`config.mk`:
```
export PLATFORM = sky130hd
export DESIGN_NAME = line_track_junction_counter_unit_flat
export DESIGN_NICKNAME = d
export VERILOG_FILES = /design/src/ltjc_pkg.sv /design/src/ltjc_if.sv /design/src/line_track_junction_counter_unit.sv /design/src/ltjc_step.sv /design/src/ltjc_skid.sv /design/src/flat_wrapper.sv
export SDC_FILE = /design/constraint.sdc
export NUM_CORES = 1
export LEC_CHECK = 0
export ABC_AREA = 1
export BUFFER_PORTS_ARGS = -buffer_cell sky130_fd_sc_hd__buf_2
export CORE_MARGIN = 2
export CORE_UTILIZATION = 46
export CTS_CLUSTER_DIAMETER = 150
export CTS_CLUSTER_SIZE = 40
export DETAILED_ROUTE_END_ITERATION = 7
export PLACE_DENSITY_LB_ADDON = 0.05
export SKIP_CTS_REPAIR_TIMING = 1
export SLEW_MARGIN = 5
export SYNTH_ARGS = -nofsm -noshare
export SYNTH_HDL_FRONTEND = slang
export SYNTH_SLANG_ARGS = --single-unit
```
`constraint.sdc`:
```
create_clock -name clk_i -period 15 [get_ports clk_i]
set_input_delay 3.75 -clock clk_i [delete_from_list [all_inputs] [get_ports clk_i]]
set_output_delay 3.75 -clock clk_i [all_outputs]
set_load 0.05 [all_outputs]
```
`src/ltjc_pkg.sv`:
```
// shared types, constants and speed helpers for the line track junction counter
package ltjc_pkg;

  localparam int unsigned MODE_W      = 2;
  localparam int unsigned TARGET_W    = 4;
  localparam int unsigned SPEED_W     = 8;
  localparam int unsigned OFFSET_W    = 10;
  localparam int unsigned MOTION_W    = 3;
  localparam int unsigned EDGES_W     = 4;
  localparam int unsigned CFG_IDX_W   = 3;
  localparam int unsigned CFG_DATA_W  = 10;
  localparam int unsigned COUNT_BITS_DEF = 4;
  localparam int unsigned RAMP_STEP   = 5;

  localparam logic [CFG_IDX_W-1:0] CFG_MODE       = 3'd0;
  localparam logic [CFG_IDX_W-1:0] CFG_TARGET     = 3'd1;
  localparam logic [CFG_IDX_W-1:0] CFG_START      = 3'd2;
  localparam logic [CFG_IDX_W-1:0] CFG_FLOOR      = 3'd3;
  localparam logic [CFG_IDX_W-1:0] CFG_END_OFFSET = 3'd4;

  localparam logic [MODE_W-1:0] MODE_FORWARD      = 2'd0;
  localparam logic [MODE_W-1:0] MODE_MARKER       = 2'd1;
  localparam logic [MODE_W-1:0] MODE_STRAFE_LEFT  = 2'd2;
  localparam logic [MODE_W-1:0] MODE_STRAFE_RIGHT = 2'd3;

  localparam logic [MODE_W-1:0]   RST_MODE       = MODE_FORWARD;
  localparam logic [TARGET_W-1:0] RST_TARGET     = 4'd4;
  localparam logic [SPEED_W-1:0]  RST_START      = 8'd60;
  localparam logic [SPEED_W-1:0]  RST_FLOOR      = 8'd35;
  localparam logic [OFFSET_W-1:0] RST_END_OFFSET = 10'd110;

  localparam logic [SPEED_W-1:0] TURN_BOOST = 8'd10;

  // per-wheel strafe biases: front left, rear left, front right, rear right
  localparam logic signed [5:0] SL_FL = 6'sd15;
  localparam logic signed [5:0] SL_RL = -6'sd10;
  localparam logic signed [5:0] SL_FR = 6'sd5;
  localparam logic signed [5:0] SL_RR = 6'sd10;
  localparam logic signed [5:0] SR_FL = -6'sd5;
  localparam logic signed [5:0] SR_RL = 6'sd5;
  localparam logic signed [5:0] SR_FR = 6'sd10;
  localparam logic signed [5:0] SR_RR = -6'sd10;

  typedef enum logic [MOTION_W-1:0] {
    MOT_STOP,
    MOT_ADVANCE,
    MOT_TURN_RIGHT,
    MOT_TURN_LEFT,
    MOT_STRAFE_LEFT,
    MOT_STRAFE_RIGHT,
    MOT_HOLD
  } motion_e;

  typedef struct packed {
    logic [MODE_W-1:0]   mode;
    logic [TARGET_W-1:0] target;
    logic [SPEED_W-1:0]  start;
    logic [SPEED_W-1:0]  floor;
    logic [OFFSET_W-1:0] end_offset;
  } cfg_t;

  typedef struct packed {
    motion_e             motion;
    logic [SPEED_W-1:0]  fl;
    logic [SPEED_W-1:0]  rl;
    logic [SPEED_W-1:0]  fr;
    logic [SPEED_W-1:0]  rr;
  } move_t;

  typedef struct packed {
    move_t               move;
    logic [EDGES_W-1:0]  edges;
    logic                finished;
    logic                aborted;
    logic [OFFSET_W-1:0] nudge;
  } result_t;

  function automatic logic [SPEED_W-1:0] clamp_speed(input logic [SPEED_W-1:0] s,
                                                     input logic signed [5:0] bias,
                                                     input logic [SPEED_W-1:0] floor);
    logic signed [9:0] v;
    logic signed [9:0] lo;
    logic [SPEED_W-1:0] r;
    v  = $signed({2'b00, s}) + $signed({{4{bias[5]}}, bias});
    lo = $signed({2'b00, floor});
    if (v < lo) begin
      r = floor;
    end else if (v > 10'sd255) begin
      r = 8'hFF;
    end else begin
      r = v[SPEED_W-1:0];
    end
    return r;
  endfunction

  function automatic move_t mode_move(input logic [MODE_W-1:0] mode,
                                      input logic [SPEED_W-1:0] b,
                                      input logic [SPEED_W-1:0] floor);
    move_t m;
    case (mode)
      MODE_STRAFE_LEFT: begin
        m.motion = MOT_STRAFE_LEFT;
        m.fl = clamp_speed(b, SL_FL, floor);
        m.rl = clamp_speed(b, SL_RL, floor);
        m.fr = clamp_speed(b, SL_FR, floor);
        m.rr = clamp_speed(b, SL_RR, floor);
      end
      MODE_STRAFE_RIGHT: begin
        m.motion = MOT_STRAFE_RIGHT;
        m.fl = clamp_speed(b, SR_FL, floor);
        m.rl = clamp_speed(b, SR_RL, floor);
        m.fr = clamp_speed(b, SR_FR, floor);
        m.rr = clamp_speed(b, SR_RR, floor);
      end
      default: begin
        m.motion = MOT_ADVANCE;
        m.fl = b;
        m.rl = b;
        m.fr = b;
        m.rr = b;
      end
    endcase
    return m;
  endfunction

endpackage

```
`src/ltjc_if.sv`:
```
// valid/ready channel interfaces for sensor beats and wheel command beats
interface ltjc_in_if;
  logic valid;
  logic ready;
  logic op;
  logic left_on;
  logic mid_on;
  logic right_on;
  logic estop;

  modport source (output valid, op, left_on, mid_on, right_on, estop, input ready);
  modport sink (input valid, op, left_on, mid_on, right_on, estop, output ready);
endinterface

interface ltjc_out_if;
  logic                          valid;
  logic                          ready;
  logic [ltjc_pkg::MOTION_W-1:0] motion;
  logic [ltjc_pkg::SPEED_W-1:0]  speed_front_left;
  logic [ltjc_pkg::SPEED_W-1:0]  speed_rear_left;
  logic [ltjc_pkg::SPEED_W-1:0]  speed_front_right;
  logic [ltjc_pkg::SPEED_W-1:0]  speed_rear_right;
  logic [ltjc_pkg::EDGES_W-1:0]  edges_counted;
  logic                          finished;
  logic                          aborted;
  logic [ltjc_pkg::OFFSET_W-1:0] nudge_ms;

  modport source (output valid, motion, speed_front_left, speed_rear_left, speed_front_right,
                  speed_rear_right, edges_counted, finished, aborted, nudge_ms, input ready);
  modport sink (input valid, motion, speed_front_left, speed_rear_left, speed_front_right,
                speed_rear_right, edges_counted, finished, aborted, nudge_ms, output ready);
endinterface

```
`src/line_track_junction_counter_unit.sv`:
```
// top level of the line track junction counter: config registers, step logic, output buffer
//
//   channel   dir  handshake     beat contents
//   in_i      in   valid/ready   op, left_on, mid_on, right_on, estop
//   out_o     out  valid/ready   motion, four wheel speeds, edges_counted, finished,
//                                aborted, nudge_ms
//   cfg       in   cfg_we_i      cfg_idx_i selects the register, cfg_data_i the value
//
// one beat per cycle while in_i is ready; each result is registered in the output buffer
// the decode is a single combinational pass from run state and config to the result
// a two-entry output buffer keeps in_i ready for one more beat while out_o stalls
// reset clears the run state and loads the register defaults
module line_track_junction_counter_unit #(
  parameter int unsigned COUNT_BITS = ltjc_pkg::COUNT_BITS_DEF
) (
  input  logic                            clk_i,
  input  logic                            rst_ni,
  input  logic                            cfg_we_i,
  input  logic [ltjc_pkg::CFG_IDX_W-1:0]  cfg_idx_i,
  input  logic [ltjc_pkg::CFG_DATA_W-1:0] cfg_data_i,
  ltjc_in_if.sink                         in_i,
  ltjc_out_if.source                      out_o
);
  import ltjc_pkg::*;

  cfg_t    cfg_q;
  result_t step_res, buf_res;
  logic    accept;
  logic    buf_ready;

  always_ff @(posedge clk_i or negedge rst_ni) begin
    if (!rst_ni) begin
      cfg_q.mode       <= RST_MODE;
      cfg_q.target     <= RST_TARGET;
      cfg_q.start      <= RST_START;
      cfg_q.floor      <= RST_FLOOR;
      cfg_q.end_offset <= RST_END_OFFSET;
    end else if (cfg_we_i) begin
      case (cfg_idx_i)
        CFG_MODE:       cfg_q.mode       <= cfg_data_i[MODE_W-1:0];
        CFG_TARGET:     cfg_q.target     <= cfg_data_i[TARGET_W-1:0];
        CFG_START:      cfg_q.start      <= cfg_data_i[SPEED_W-1:0];
        CFG_FLOOR:      cfg_q.floor      <= cfg_data_i[SPEED_W-1:0];
        CFG_END_OFFSET: cfg_q.end_offset <= cfg_data_i[OFFSET_W-1:0];
        default: ;
      endcase
    end
  end

  assign in_i.ready = buf_ready;
  assign accept     = in_i.valid && buf_ready;

  ltjc_step #(
    .COUNT_BITS(COUNT_BITS)
  ) u_step (
    .clk_i      (clk_i),
    .rst_ni     (rst_ni),
    .accept_i   (accept),
    .op_i       (in_i.op),
    .left_on_i  (in_i.left_on),
    .mid_on_i   (in_i.mid_on),
    .right_on_i (in_i.right_on),
    .estop_i    (in_i.estop),
    .cfg_i      (cfg_q),
    .res_o      (step_res)
  );

  ltjc_skid u_skid (
    .clk_i       (clk_i),
    .rst_ni      (rst_ni),
    .in_valid_i  (in_i.valid),
    .in_ready_o  (buf_ready),
    .in_data_i   (step_res),
    .out_valid_o (out_o.valid),
    .out_ready_i (out_o.ready),
    .out_data_o  (buf_res)
  );

  assign out_o.motion            = buf_res.move.motion;
  assign out_o.speed_front_left  = buf_res.move.fl;
  assign out_o.speed_rear_left   = buf_res.move.rl;
  assign out_o.speed_front_right = buf_res.move.fr;
  assign out_o.speed_rear_right  = buf_res.move.rr;
  assign out_o.edges_counted     = buf_res.edges;
  assign out_o.finished          = buf_res.finished;
  assign out_o.aborted           = buf_res.aborted;
  assign out_o.nudge_ms          = buf_res.nudge;

endmodule

```
`src/ltjc_step.sv`:
```
// run state and per-beat decode of edge count, speed ramp and wheel command
module ltjc_step #(
  parameter int unsigned COUNT_BITS = ltjc_pkg::COUNT_BITS_DEF
) (
  input  logic              clk_i,
  input  logic              rst_ni,
  input  logic              accept_i,
  input  logic              op_i,
  input  logic              left_on_i,
  input  logic              mid_on_i,
  input  logic              right_on_i,
  input  logic              estop_i,
  input  ltjc_pkg::cfg_t    cfg_i,
  output ltjc_pkg::result_t res_o
);
  import ltjc_pkg::*;

  localparam int unsigned KW = (COUNT_BITS > TARGET_W) ? COUNT_BITS : TARGET_W;
  localparam int unsigned RW = COUNT_BITS + 3;
  localparam int unsigned CW = (RW > SPEED_W) ? RW : SPEED_W;
  localparam logic [COUNT_BITS-1:0] COUNT_MAX = {COUNT_BITS{1'b1}};

  logic [COUNT_BITS-1:0] cnt_q, cnt_d, cnt_inc;
  logic                  on_q, on_d;
  logic                  run_q, run_d;

  logic [KW-1:0]      cnt_ext, inc_ext, tgt_ext, edges_ext;
  logic [CW-1:0]      ramp, start_ext, diff;
  logic [SPEED_W-1:0] base;
  logic [SPEED_W:0]   turn_sum;
  logic [SPEED_W-1:0] turn;
  logic               pat;
  logic               finish_hit;
  move_t              cur_move, fin_move;
  result_t            res;

  assign cnt_inc = (cnt_q == COUNT_MAX) ? cnt_q : cnt_q + 1'b1;
  assign cnt_ext = KW'(cnt_q);
  assign inc_ext = KW'(cnt_inc);
  assign tgt_ext = KW'(cfg_i.target);

  // ramped base speed with floor
  assign ramp      = CW'(cnt_q) * CW'(RAMP_STEP);
  assign start_ext = CW'(cfg_i.start);
  assign diff      = start_ext - ramp;
  always_comb begin
    if (ramp > start_ext) begin
      base = cfg_i.floor;
    end else if (diff[SPEED_W-1:0] < cfg_i.floor) begin
      base = cfg_i.floor;
    end else begin
      base = diff[SPEED_W-1:0];
    end
  end

  assign turn_sum = {1'b0, base} + {1'b0, TURN_BOOST};
  assign turn     = turn_sum[SPEED_W] ? {SPEED_W{1'b1}} : turn_sum[SPEED_W-1:0];

  always_comb begin
    case (cfg_i.mode)
      MODE_FORWARD:     pat = left_on_i && mid_on_i && right_on_i;
      MODE_MARKER:      pat = mid_on_i && right_on_i;
      MODE_STRAFE_LEFT: pat = left_on_i;
      default:          pat = right_on_i;
    endcase
  end

  assign cur_move = mode_move(cfg_i.mode, base, cfg_i.floor);
  assign fin_move = mode_move(cfg_i.mode, cfg_i.floor, cfg_i.floor);

  always_comb begin
    cnt_d      = cnt_q;
    on_d       = on_q;
    run_d      = run_q;
    finish_hit = 1'b0;
    res        = '0;
    res.move.motion = MOT_STOP;
    if (!op_i) begin
      cnt_d = '0;
      on_d  = 1'b1;
      run_d = 1'b1;
      if (cfg_i.target == '0) begin
        run_d      = 1'b0;
        finish_hit = 1'b1;
      end
    end else if (run_q) begin
      if (cnt_ext >= tgt_ext) begin
        run_d      = 1'b0;
        finish_hit = (cnt_ext == tgt_ext);
      end else begin
        if (pat) begin
          if (!on_q) begin
            cnt_d = cnt_inc;
            on_d  = 1'b1;
          end
          if (!on_q && inc_ext == tgt_ext) begin
            run_d      = 1'b0;
            finish_hit = 1'b1;
          end else begin
            res.move = cur_move;
          end
        end else if (cfg_i.mode == MODE_STRAFE_LEFT || cfg_i.mode == MODE_STRAFE_RIGHT) begin
          on_d     = 1'b0;
          res.move = cur_move;
        end else if (left_on_i && !mid_on_i && right_on_i) begin
          res.move.motion = MOT_HOLD;
        end else begin
          on_d = 1'b0;
          if (left_on_i && !right_on_i) begin
            res.move = '{motion: MOT_TURN_LEFT, fl: turn, rl: turn, fr: turn, rr: turn};
          end else if (right_on_i && !left_on_i) begin
            res.move = '{motion: MOT_TURN_RIGHT, fl: turn, rl: turn, fr: turn, rr: turn};
          end else begin
            res.move = '{motion: MOT_ADVANCE, fl: base, rl: base, fr: base, rr: base};
          end
        end
        if (estop_i && !finish_hit) begin
          run_d           = 1'b0;
          res.move        = '0;
          res.move.motion = MOT_STOP;
          res.aborted     = 1'b1;
        end
      end
    end
    if (finish_hit) begin
      res.finished = 1'b1;
      res.nudge    = cfg_i.end_offset;
      if (cfg_i.end_offset != '0) begin
        res.move = fin_move;
      end
    end
    edges_ext = KW'(cnt_d);
    res.edges = edges_ext[EDGES_W-1:0];
  end

  assign res_o = res;

  always_ff @(posedge clk_i or negedge rst_ni) begin
    if (!rst_ni) begin
      cnt_q <= '0;
      on_q  <= 1'b1;
      run_q <= 1'b0;
    end else if (accept_i) begin
      cnt_q <= cnt_d;
      on_q  <= on_d;
      run_q <= run_d;
    end
  end

endmodule

```
`src/ltjc_skid.sv`:
```
// two-entry output register with skid slot for result beats
module ltjc_skid (
  input  logic              clk_i,
  input  logic              rst_ni,
  input  logic              in_valid_i,
  output logic              in_ready_o,
  input  ltjc_pkg::result_t in_data_i,
  output logic              out_valid_o,
  input  logic              out_ready_i,
  output ltjc_pkg::result_t out_data_o
);
  import ltjc_pkg::*;

  result_t main_q, spare_q;
  logic    main_vld_q, main_vld_d;
  logic    spare_vld_q, spare_vld_d;
  logic    push, pop;

  assign in_ready_o  = !spare_vld_q;
  assign out_valid_o = main_vld_q;
  assign out_data_o  = main_q;
  assign push        = in_valid_i && !spare_vld_q;
  assign pop         = main_vld_q && out_ready_i;

  always_comb begin
    main_vld_d  = main_vld_q;
    spare_vld_d = spare_vld_q;
    if (spare_vld_q) begin
      if (pop) begin
        spare_vld_d = 1'b0;
      end
    end else if (push) begin
      main_vld_d = 1'b1;
      if (main_vld_q && !pop) begin
        spare_vld_d = 1'b1;
      end
    end else if (pop) begin
      main_vld_d = 1'b0;
    end
  end

  always_ff @(posedge clk_i or negedge rst_ni) begin
    if (!rst_ni) begin
      main_vld_q  <= 1'b0;
      spare_vld_q <= 1'b0;
    end else begin
      main_vld_q  <= main_vld_d;
      spare_vld_q <= spare_vld_d;
    end
  end

  always_ff @(posedge clk_i) begin
    if (spare_vld_q) begin
      if (pop) begin
        main_q <= spare_q;
      end
    end else if (push) begin
      if (!main_vld_q || pop) begin
        main_q <= in_data_i;
      end else begin
        spare_q <= in_data_i;
      end
    end
  end

endmodule
```
`src/flat_wrapper.sv`:
```
// flat-port wrapper written by rule: the top's interface ports become plain ports
module line_track_junction_counter_unit_flat import ltjc_pkg::*;
#(
  parameter int unsigned COUNT_BITS = ltjc_pkg::COUNT_BITS_DEF
)
  (clk_i, rst_ni, cfg_we_i, cfg_idx_i, cfg_data_i, in_i_valid, in_i_op, in_i_left_on, in_i_mid_on, in_i_right_on, in_i_estop, in_i_ready, out_o_valid, out_o_motion, out_o_speed_front_left, out_o_speed_rear_left, out_o_speed_front_right, out_o_speed_rear_right, out_o_edges_counted, out_o_finished, out_o_aborted, out_o_nudge_ms, out_o_ready);
  ltjc_in_if in_i_i ();
  ltjc_out_if out_o_i ();
  input  logic clk_i;
  input  logic rst_ni;
  input  logic cfg_we_i;
  input  logic [ltjc_pkg::CFG_IDX_W-1:0] cfg_idx_i;
  input  logic [ltjc_pkg::CFG_DATA_W-1:0] cfg_data_i;
  input wire logic [$bits(in_i_i.valid)-1:0] in_i_valid;
  input wire logic [$bits(in_i_i.op)-1:0] in_i_op;
  input wire logic [$bits(in_i_i.left_on)-1:0] in_i_left_on;
  input wire logic [$bits(in_i_i.mid_on)-1:0] in_i_mid_on;
  input wire logic [$bits(in_i_i.right_on)-1:0] in_i_right_on;
  input wire logic [$bits(in_i_i.estop)-1:0] in_i_estop;
  output wire logic [$bits(in_i_i.ready)-1:0] in_i_ready;
  output wire logic [$bits(out_o_i.valid)-1:0] out_o_valid;
  output wire logic [$bits(out_o_i.motion)-1:0] out_o_motion;
  output wire logic [$bits(out_o_i.speed_front_left)-1:0] out_o_speed_front_left;
  output wire logic [$bits(out_o_i.speed_rear_left)-1:0] out_o_speed_rear_left;
  output wire logic [$bits(out_o_i.speed_front_right)-1:0] out_o_speed_front_right;
  output wire logic [$bits(out_o_i.speed_rear_right)-1:0] out_o_speed_rear_right;
  output wire logic [$bits(out_o_i.edges_counted)-1:0] out_o_edges_counted;
  output wire logic [$bits(out_o_i.finished)-1:0] out_o_finished;
  output wire logic [$bits(out_o_i.aborted)-1:0] out_o_aborted;
  output wire logic [$bits(out_o_i.nudge_ms)-1:0] out_o_nudge_ms;
  input wire logic [$bits(out_o_i.ready)-1:0] out_o_ready;
  assign in_i_i.valid = in_i_valid;
  assign in_i_i.op = in_i_op;
  assign in_i_i.left_on = in_i_left_on;
  assign in_i_i.mid_on = in_i_mid_on;
  assign in_i_i.right_on = in_i_right_on;
  assign in_i_i.estop = in_i_estop;
  assign in_i_ready = in_i_i.ready;
  assign out_o_valid = out_o_i.valid;
  assign out_o_motion = out_o_i.motion;
  assign out_o_speed_front_left = out_o_i.speed_front_left;
  assign out_o_speed_rear_left = out_o_i.speed_rear_left;
  assign out_o_speed_front_right = out_o_i.speed_front_right;
  assign out_o_speed_rear_right = out_o_i.speed_rear_right;
  assign out_o_edges_counted = out_o_i.edges_counted;
  assign out_o_finished = out_o_i.finished;
  assign out_o_aborted = out_o_i.aborted;
  assign out_o_nudge_ms = out_o_i.nudge_ms;
  assign out_o_i.ready = out_o_ready;
  line_track_junction_counter_unit #(.COUNT_BITS(COUNT_BITS)) u_core (.clk_i(clk_i), .rst_ni(rst_ni), .cfg_we_i(cfg_we_i), .cfg_idx_i(cfg_idx_i), .cfg_data_i(cfg_data_i), .in_i(in_i_i), .out_o(out_o_i));
endmodule
```
==> key figures <==
Outcome
  – Outcome: finished clean

Die
  – Die Y: 166 um
  – Core area: 0.0259 mm^2
  – Initial Util: 0.466
  – Die area: 0.0276 mm^2
  – # rows: 59
  – Die Wd: 166 um
  – Io pins: 76

Cells and area
  – Area taken by multi-input logic gates: 0.00699 mm^2
  – ANT cells: 0
  – Layout fillers: 2583
  – Post-route insts no fill: 2121
  – Flip-flop and latch area: 0.00408 mm^2
  – Post-layout util: 0.515
  – Proportion of layout cells with a drive suffix above 1: 0.126
  – Final nets: 1884
  – Layout area overhead: 10.4%

Yosys
  – Mux cell area share after synthesis: 0
  – Post-Synth Adder-Cell Area: 0.0924
  – Post-synth EDFFs: 102
  – Area share of the largest cell type after synthesis: 0.254
  – Seq/Total Area, Yosys: 0.338
  – Post-Syn Area per Cell: 7.01 um^2
  – Syn_nets: 1834
  – Synth Register Bits: 142
  – Async S/R FF share, synth: 0.282
  – Largest family of logic cells by synthesized area: simple AND/OR/NAND/NOR gates
  – Yosys cell types: 66
  – Post-synthesis compound-gate area fraction: 0.118
  – Warnings from Yosys: 0
  – Synth Instances: 1723
  – Largest area contributor in the netlist: edfxtp_1
  – Top post-synthesis cells by area: edfxtp_1 25%, nand2_1 19%, ha_1 8.9%
  – Most used DFF post-synth: edfxtp_1
  – Cell Area, Synth: 0.0121 mm^2
  – Simple-gate share of the synthesized area: 0.354
  – Xor and xnor area share after synthesis: 0.0131

Job
  – Max-cap viol count: 0

Timing
  – Skew final: 0.0176 ns
  – # setup viols final: 0
  – Setup_tns: 0 ns
  – Final hold violations: 0
  – Least-Margin Pin Slew: 0.927 ns
  – Max Freq: 0.144 GHz
  – Worst setup margin: 8.08 ns
  – RSZ-0062 raised after global routing: no
  – Final Slew Violations: 0
  – Min Tclk post-route: 6.92 ns
  – Crit share post-route: 0.462
  – Slew margin rel.: 0.382

Global route
  – Initial antenna violation count: 0
  – Largest net degree at the start of global routing: 58
  – GR Util All Layers: 0.284
  – Gr ovfl total: 0
  – Global-route wire length before repair: 62500 um
  – Vias in the first global route: 11000

Critical path
  – Crit end category: flop
  – R2R depth: 44
  – Worst endpoint data arrival time: 7.10 ns
  – Critical path startpoint category: flop
  – R2R Path Start: u_core.u_step.cnt_ext[3]
  – R2R Path End: u_core.u_skid.out_data_o[38]
  – Critical Path Fanout Max: 13
  – Critical Path Max Stage Delay: 0.53 ns
  – CP Class: flop to flop
  – Crit-path slowest cell: dfrtp_1
  – Worst reg-to-reg setup slack: 8.08 ns
  – Worst path required time: 15.17 ns
  – Most frequent CP cell: nand2_1

Routing
  – DR iter-0 viols: 1187
  – Total wire length: 38700 um
  – TritonRoute pass-1 iters: 5
  – DR DRC count: 0
  – Antenna-violating nets left: 0
  – Post-DR vias/cell: 5.52
  – Wirelength per Cell: 18.3 um
  – Number of vias in the routed layout: 11700

Min path
  – WHS Path Cells: 2
  – Min-delay src: u_core.cfg_q[6]
  – Hold Crit Endpoint: u_core.cfg_q[6]
  – Hold Crit Class: flop to flop

CTS
  – CTS tree: built
  – TritonCTS buffer count: 17
  – Worst-path clk slew: 0.08 ns
  – Htree depth: 4
  – CTS Root Cell: clkbuf_16
  – Max Root-Sink Buffers: 2
  – Later-pin clock latency in the skew report: 0.42 ns
  – Clock net sink count: 142

Place
  – IO Port Bufs: 75
  – Placement Setup Slack: 8.19 ns
  – Global placement routability congestion: 1.03
  – Post-detail-place hpwl: 28300 um
  – Placed insts: 2089
## cell families (layout without fill, tap and decap cells)
kind of cell	after synthesis	after routing
adder cells (fa/ha/maj)	88	88
AO/OA/AOI/OAI	240	240
AND/OR/NAND/NOR	979	979
XOR/XNOR	18	18
flip-flops	142	142
buffers and inverters	256	319
## worst max-delay path by stage
| stage | start | endpoint | slack, ns |
|---|---|---|---|
| CTS | u_core.u_step.cnt_ext[3] | u_core.u_skid.out_data_o[38] | 8.17 |
| finish | u_core.u_step.cnt_ext[3] | u_core.u_skid.out_data_o[38] | 8.08 |
| floorplan | in_i_valid | u_core.u_skid.out_data_o[0] | 8.30 |
| global placement | u_core.u_step.cnt_ext[3] | u_core.u_skid.out_data_o[38] | 8.34 |
| global route | u_core.u_step.cnt_ext[3] | u_core.u_skid.out_data_o[30] | 7.30 |
| detailed placement | u_core.u_step.cnt_ext[3] | u_core.u_skid.out_data_o[38] | 8.19 |
## critical path, delay by kind of cell (launching register included)
| kind | cells | cell delay [ns] |
|---|---|---|
| DFF | 1 | 0.53 |
| buffers and inverters | 5 | 0.53 |
| AOI/OAI and AO/OA | 6 | 0.84 |
| xor gates and xnor gates | 2 | 0.39 |
| and+or+nand+nor | 24 | 2.30 |
| adders and majority gates | 7 | 2.09 |
## cells in the mapped netlist, types with 15 or more instances
cell / n
o21ai_0: 93
nand4_1: 15
nand2_1: 614
o211ai_1: 21
nand2_2: 23
nand3_1: 165
inv_1: 176
clkbuf_1: 31
nor2_1: 98
a21oi_1: 60
edfxtp_1: 102
dfrtp_1: 26
ha_1: 86
inv_2: 17
## cell usage in the layout, fill, tap and decap left out, types with 4 or more instances in the layout
cell type / instances
o21ai_1: 12
buf_2: 75
o211ai_1: 21
inv_1: 176
xnor2_1: 5
o221ai_1: 5
nand3b_1: 4
xor2_1: 13
a31oi_1: 9
nor3_1: 14
nand4_1: 15
o22ai_1: 7
nand3_1: 165
o21ai_0: 93
dfrtp_1: 26
nand3_2: 7
nor2_1: 95
dfstp_2: 14
nand2_4: 13
ha_1: 86
a211oi_1: 6
inv_2: 17
clkinv_8: 6
inv_8: 5
edfxtp_1: 102
nor2_2: 9
nand2_1: 614
buf_4: 15
a21oi_1: 60
nor2_4: 4
clkbuf_16: 17
nand2_2: 23
## per-stage QoR
stage	hold slack, ns	area [um^2]
6_report	0.491	13300
5_1_grt	0.506	13300
4_1_cts	0.495	13300
3_5_place_dp	0.483	12700
3_3_place_gp	0.470	12700
2_1_floorplan	0.453	12100
## flip-flops by register name, indices dropped and copies added (netlist names)
| signal | cells |
|---|---|
| u_core.u_step.on_q | 1 |
| u_core.u_skid.spare_q | 51 |
| u_core.u_skid.spare_vld_q | 1 |
| u_core.u_skid.out_valid_o | 1 |
| u_core.u_step.cnt_ext | 4 |
| u_core.u_skid.out_data_o | 51 |
| u_core.cfg_q | 32 |
| u_core.u_step.run_q | 1 |
## cell type report
class | instances | area share
tap | 335 | 0.0314
clock buffer | 17 | 0.0319
sequential | 142 | 0.306
timing repair buffer | 90 | 0.0366
inverter | 197 | 0.0556
clock inverter | 15 | 0.0142
multi-input combinational | 1325 | 0.524
## routing by layer
| layer | share of wire | vias to the layer above | GRT usage | routed length, um |
|---|---|---|---|---|
| met5 | 0 | - | 0 | 0 |
| met4 | 0.021 | 0 | 0.0749 | 825 |
| met3 | 0.079 | 53 | 0.0424 | 3050 |
| met2 | 0.42 | 469 | 0.424 | 16300 |
| met1 | 0.48 | 5381 | 0.431 | 18600 |
| li1 | - | 5796 | - | - |
Power is not shown: default switching activity piles up to over one toggle a cycle in this logic, so the estimate is an artifact.
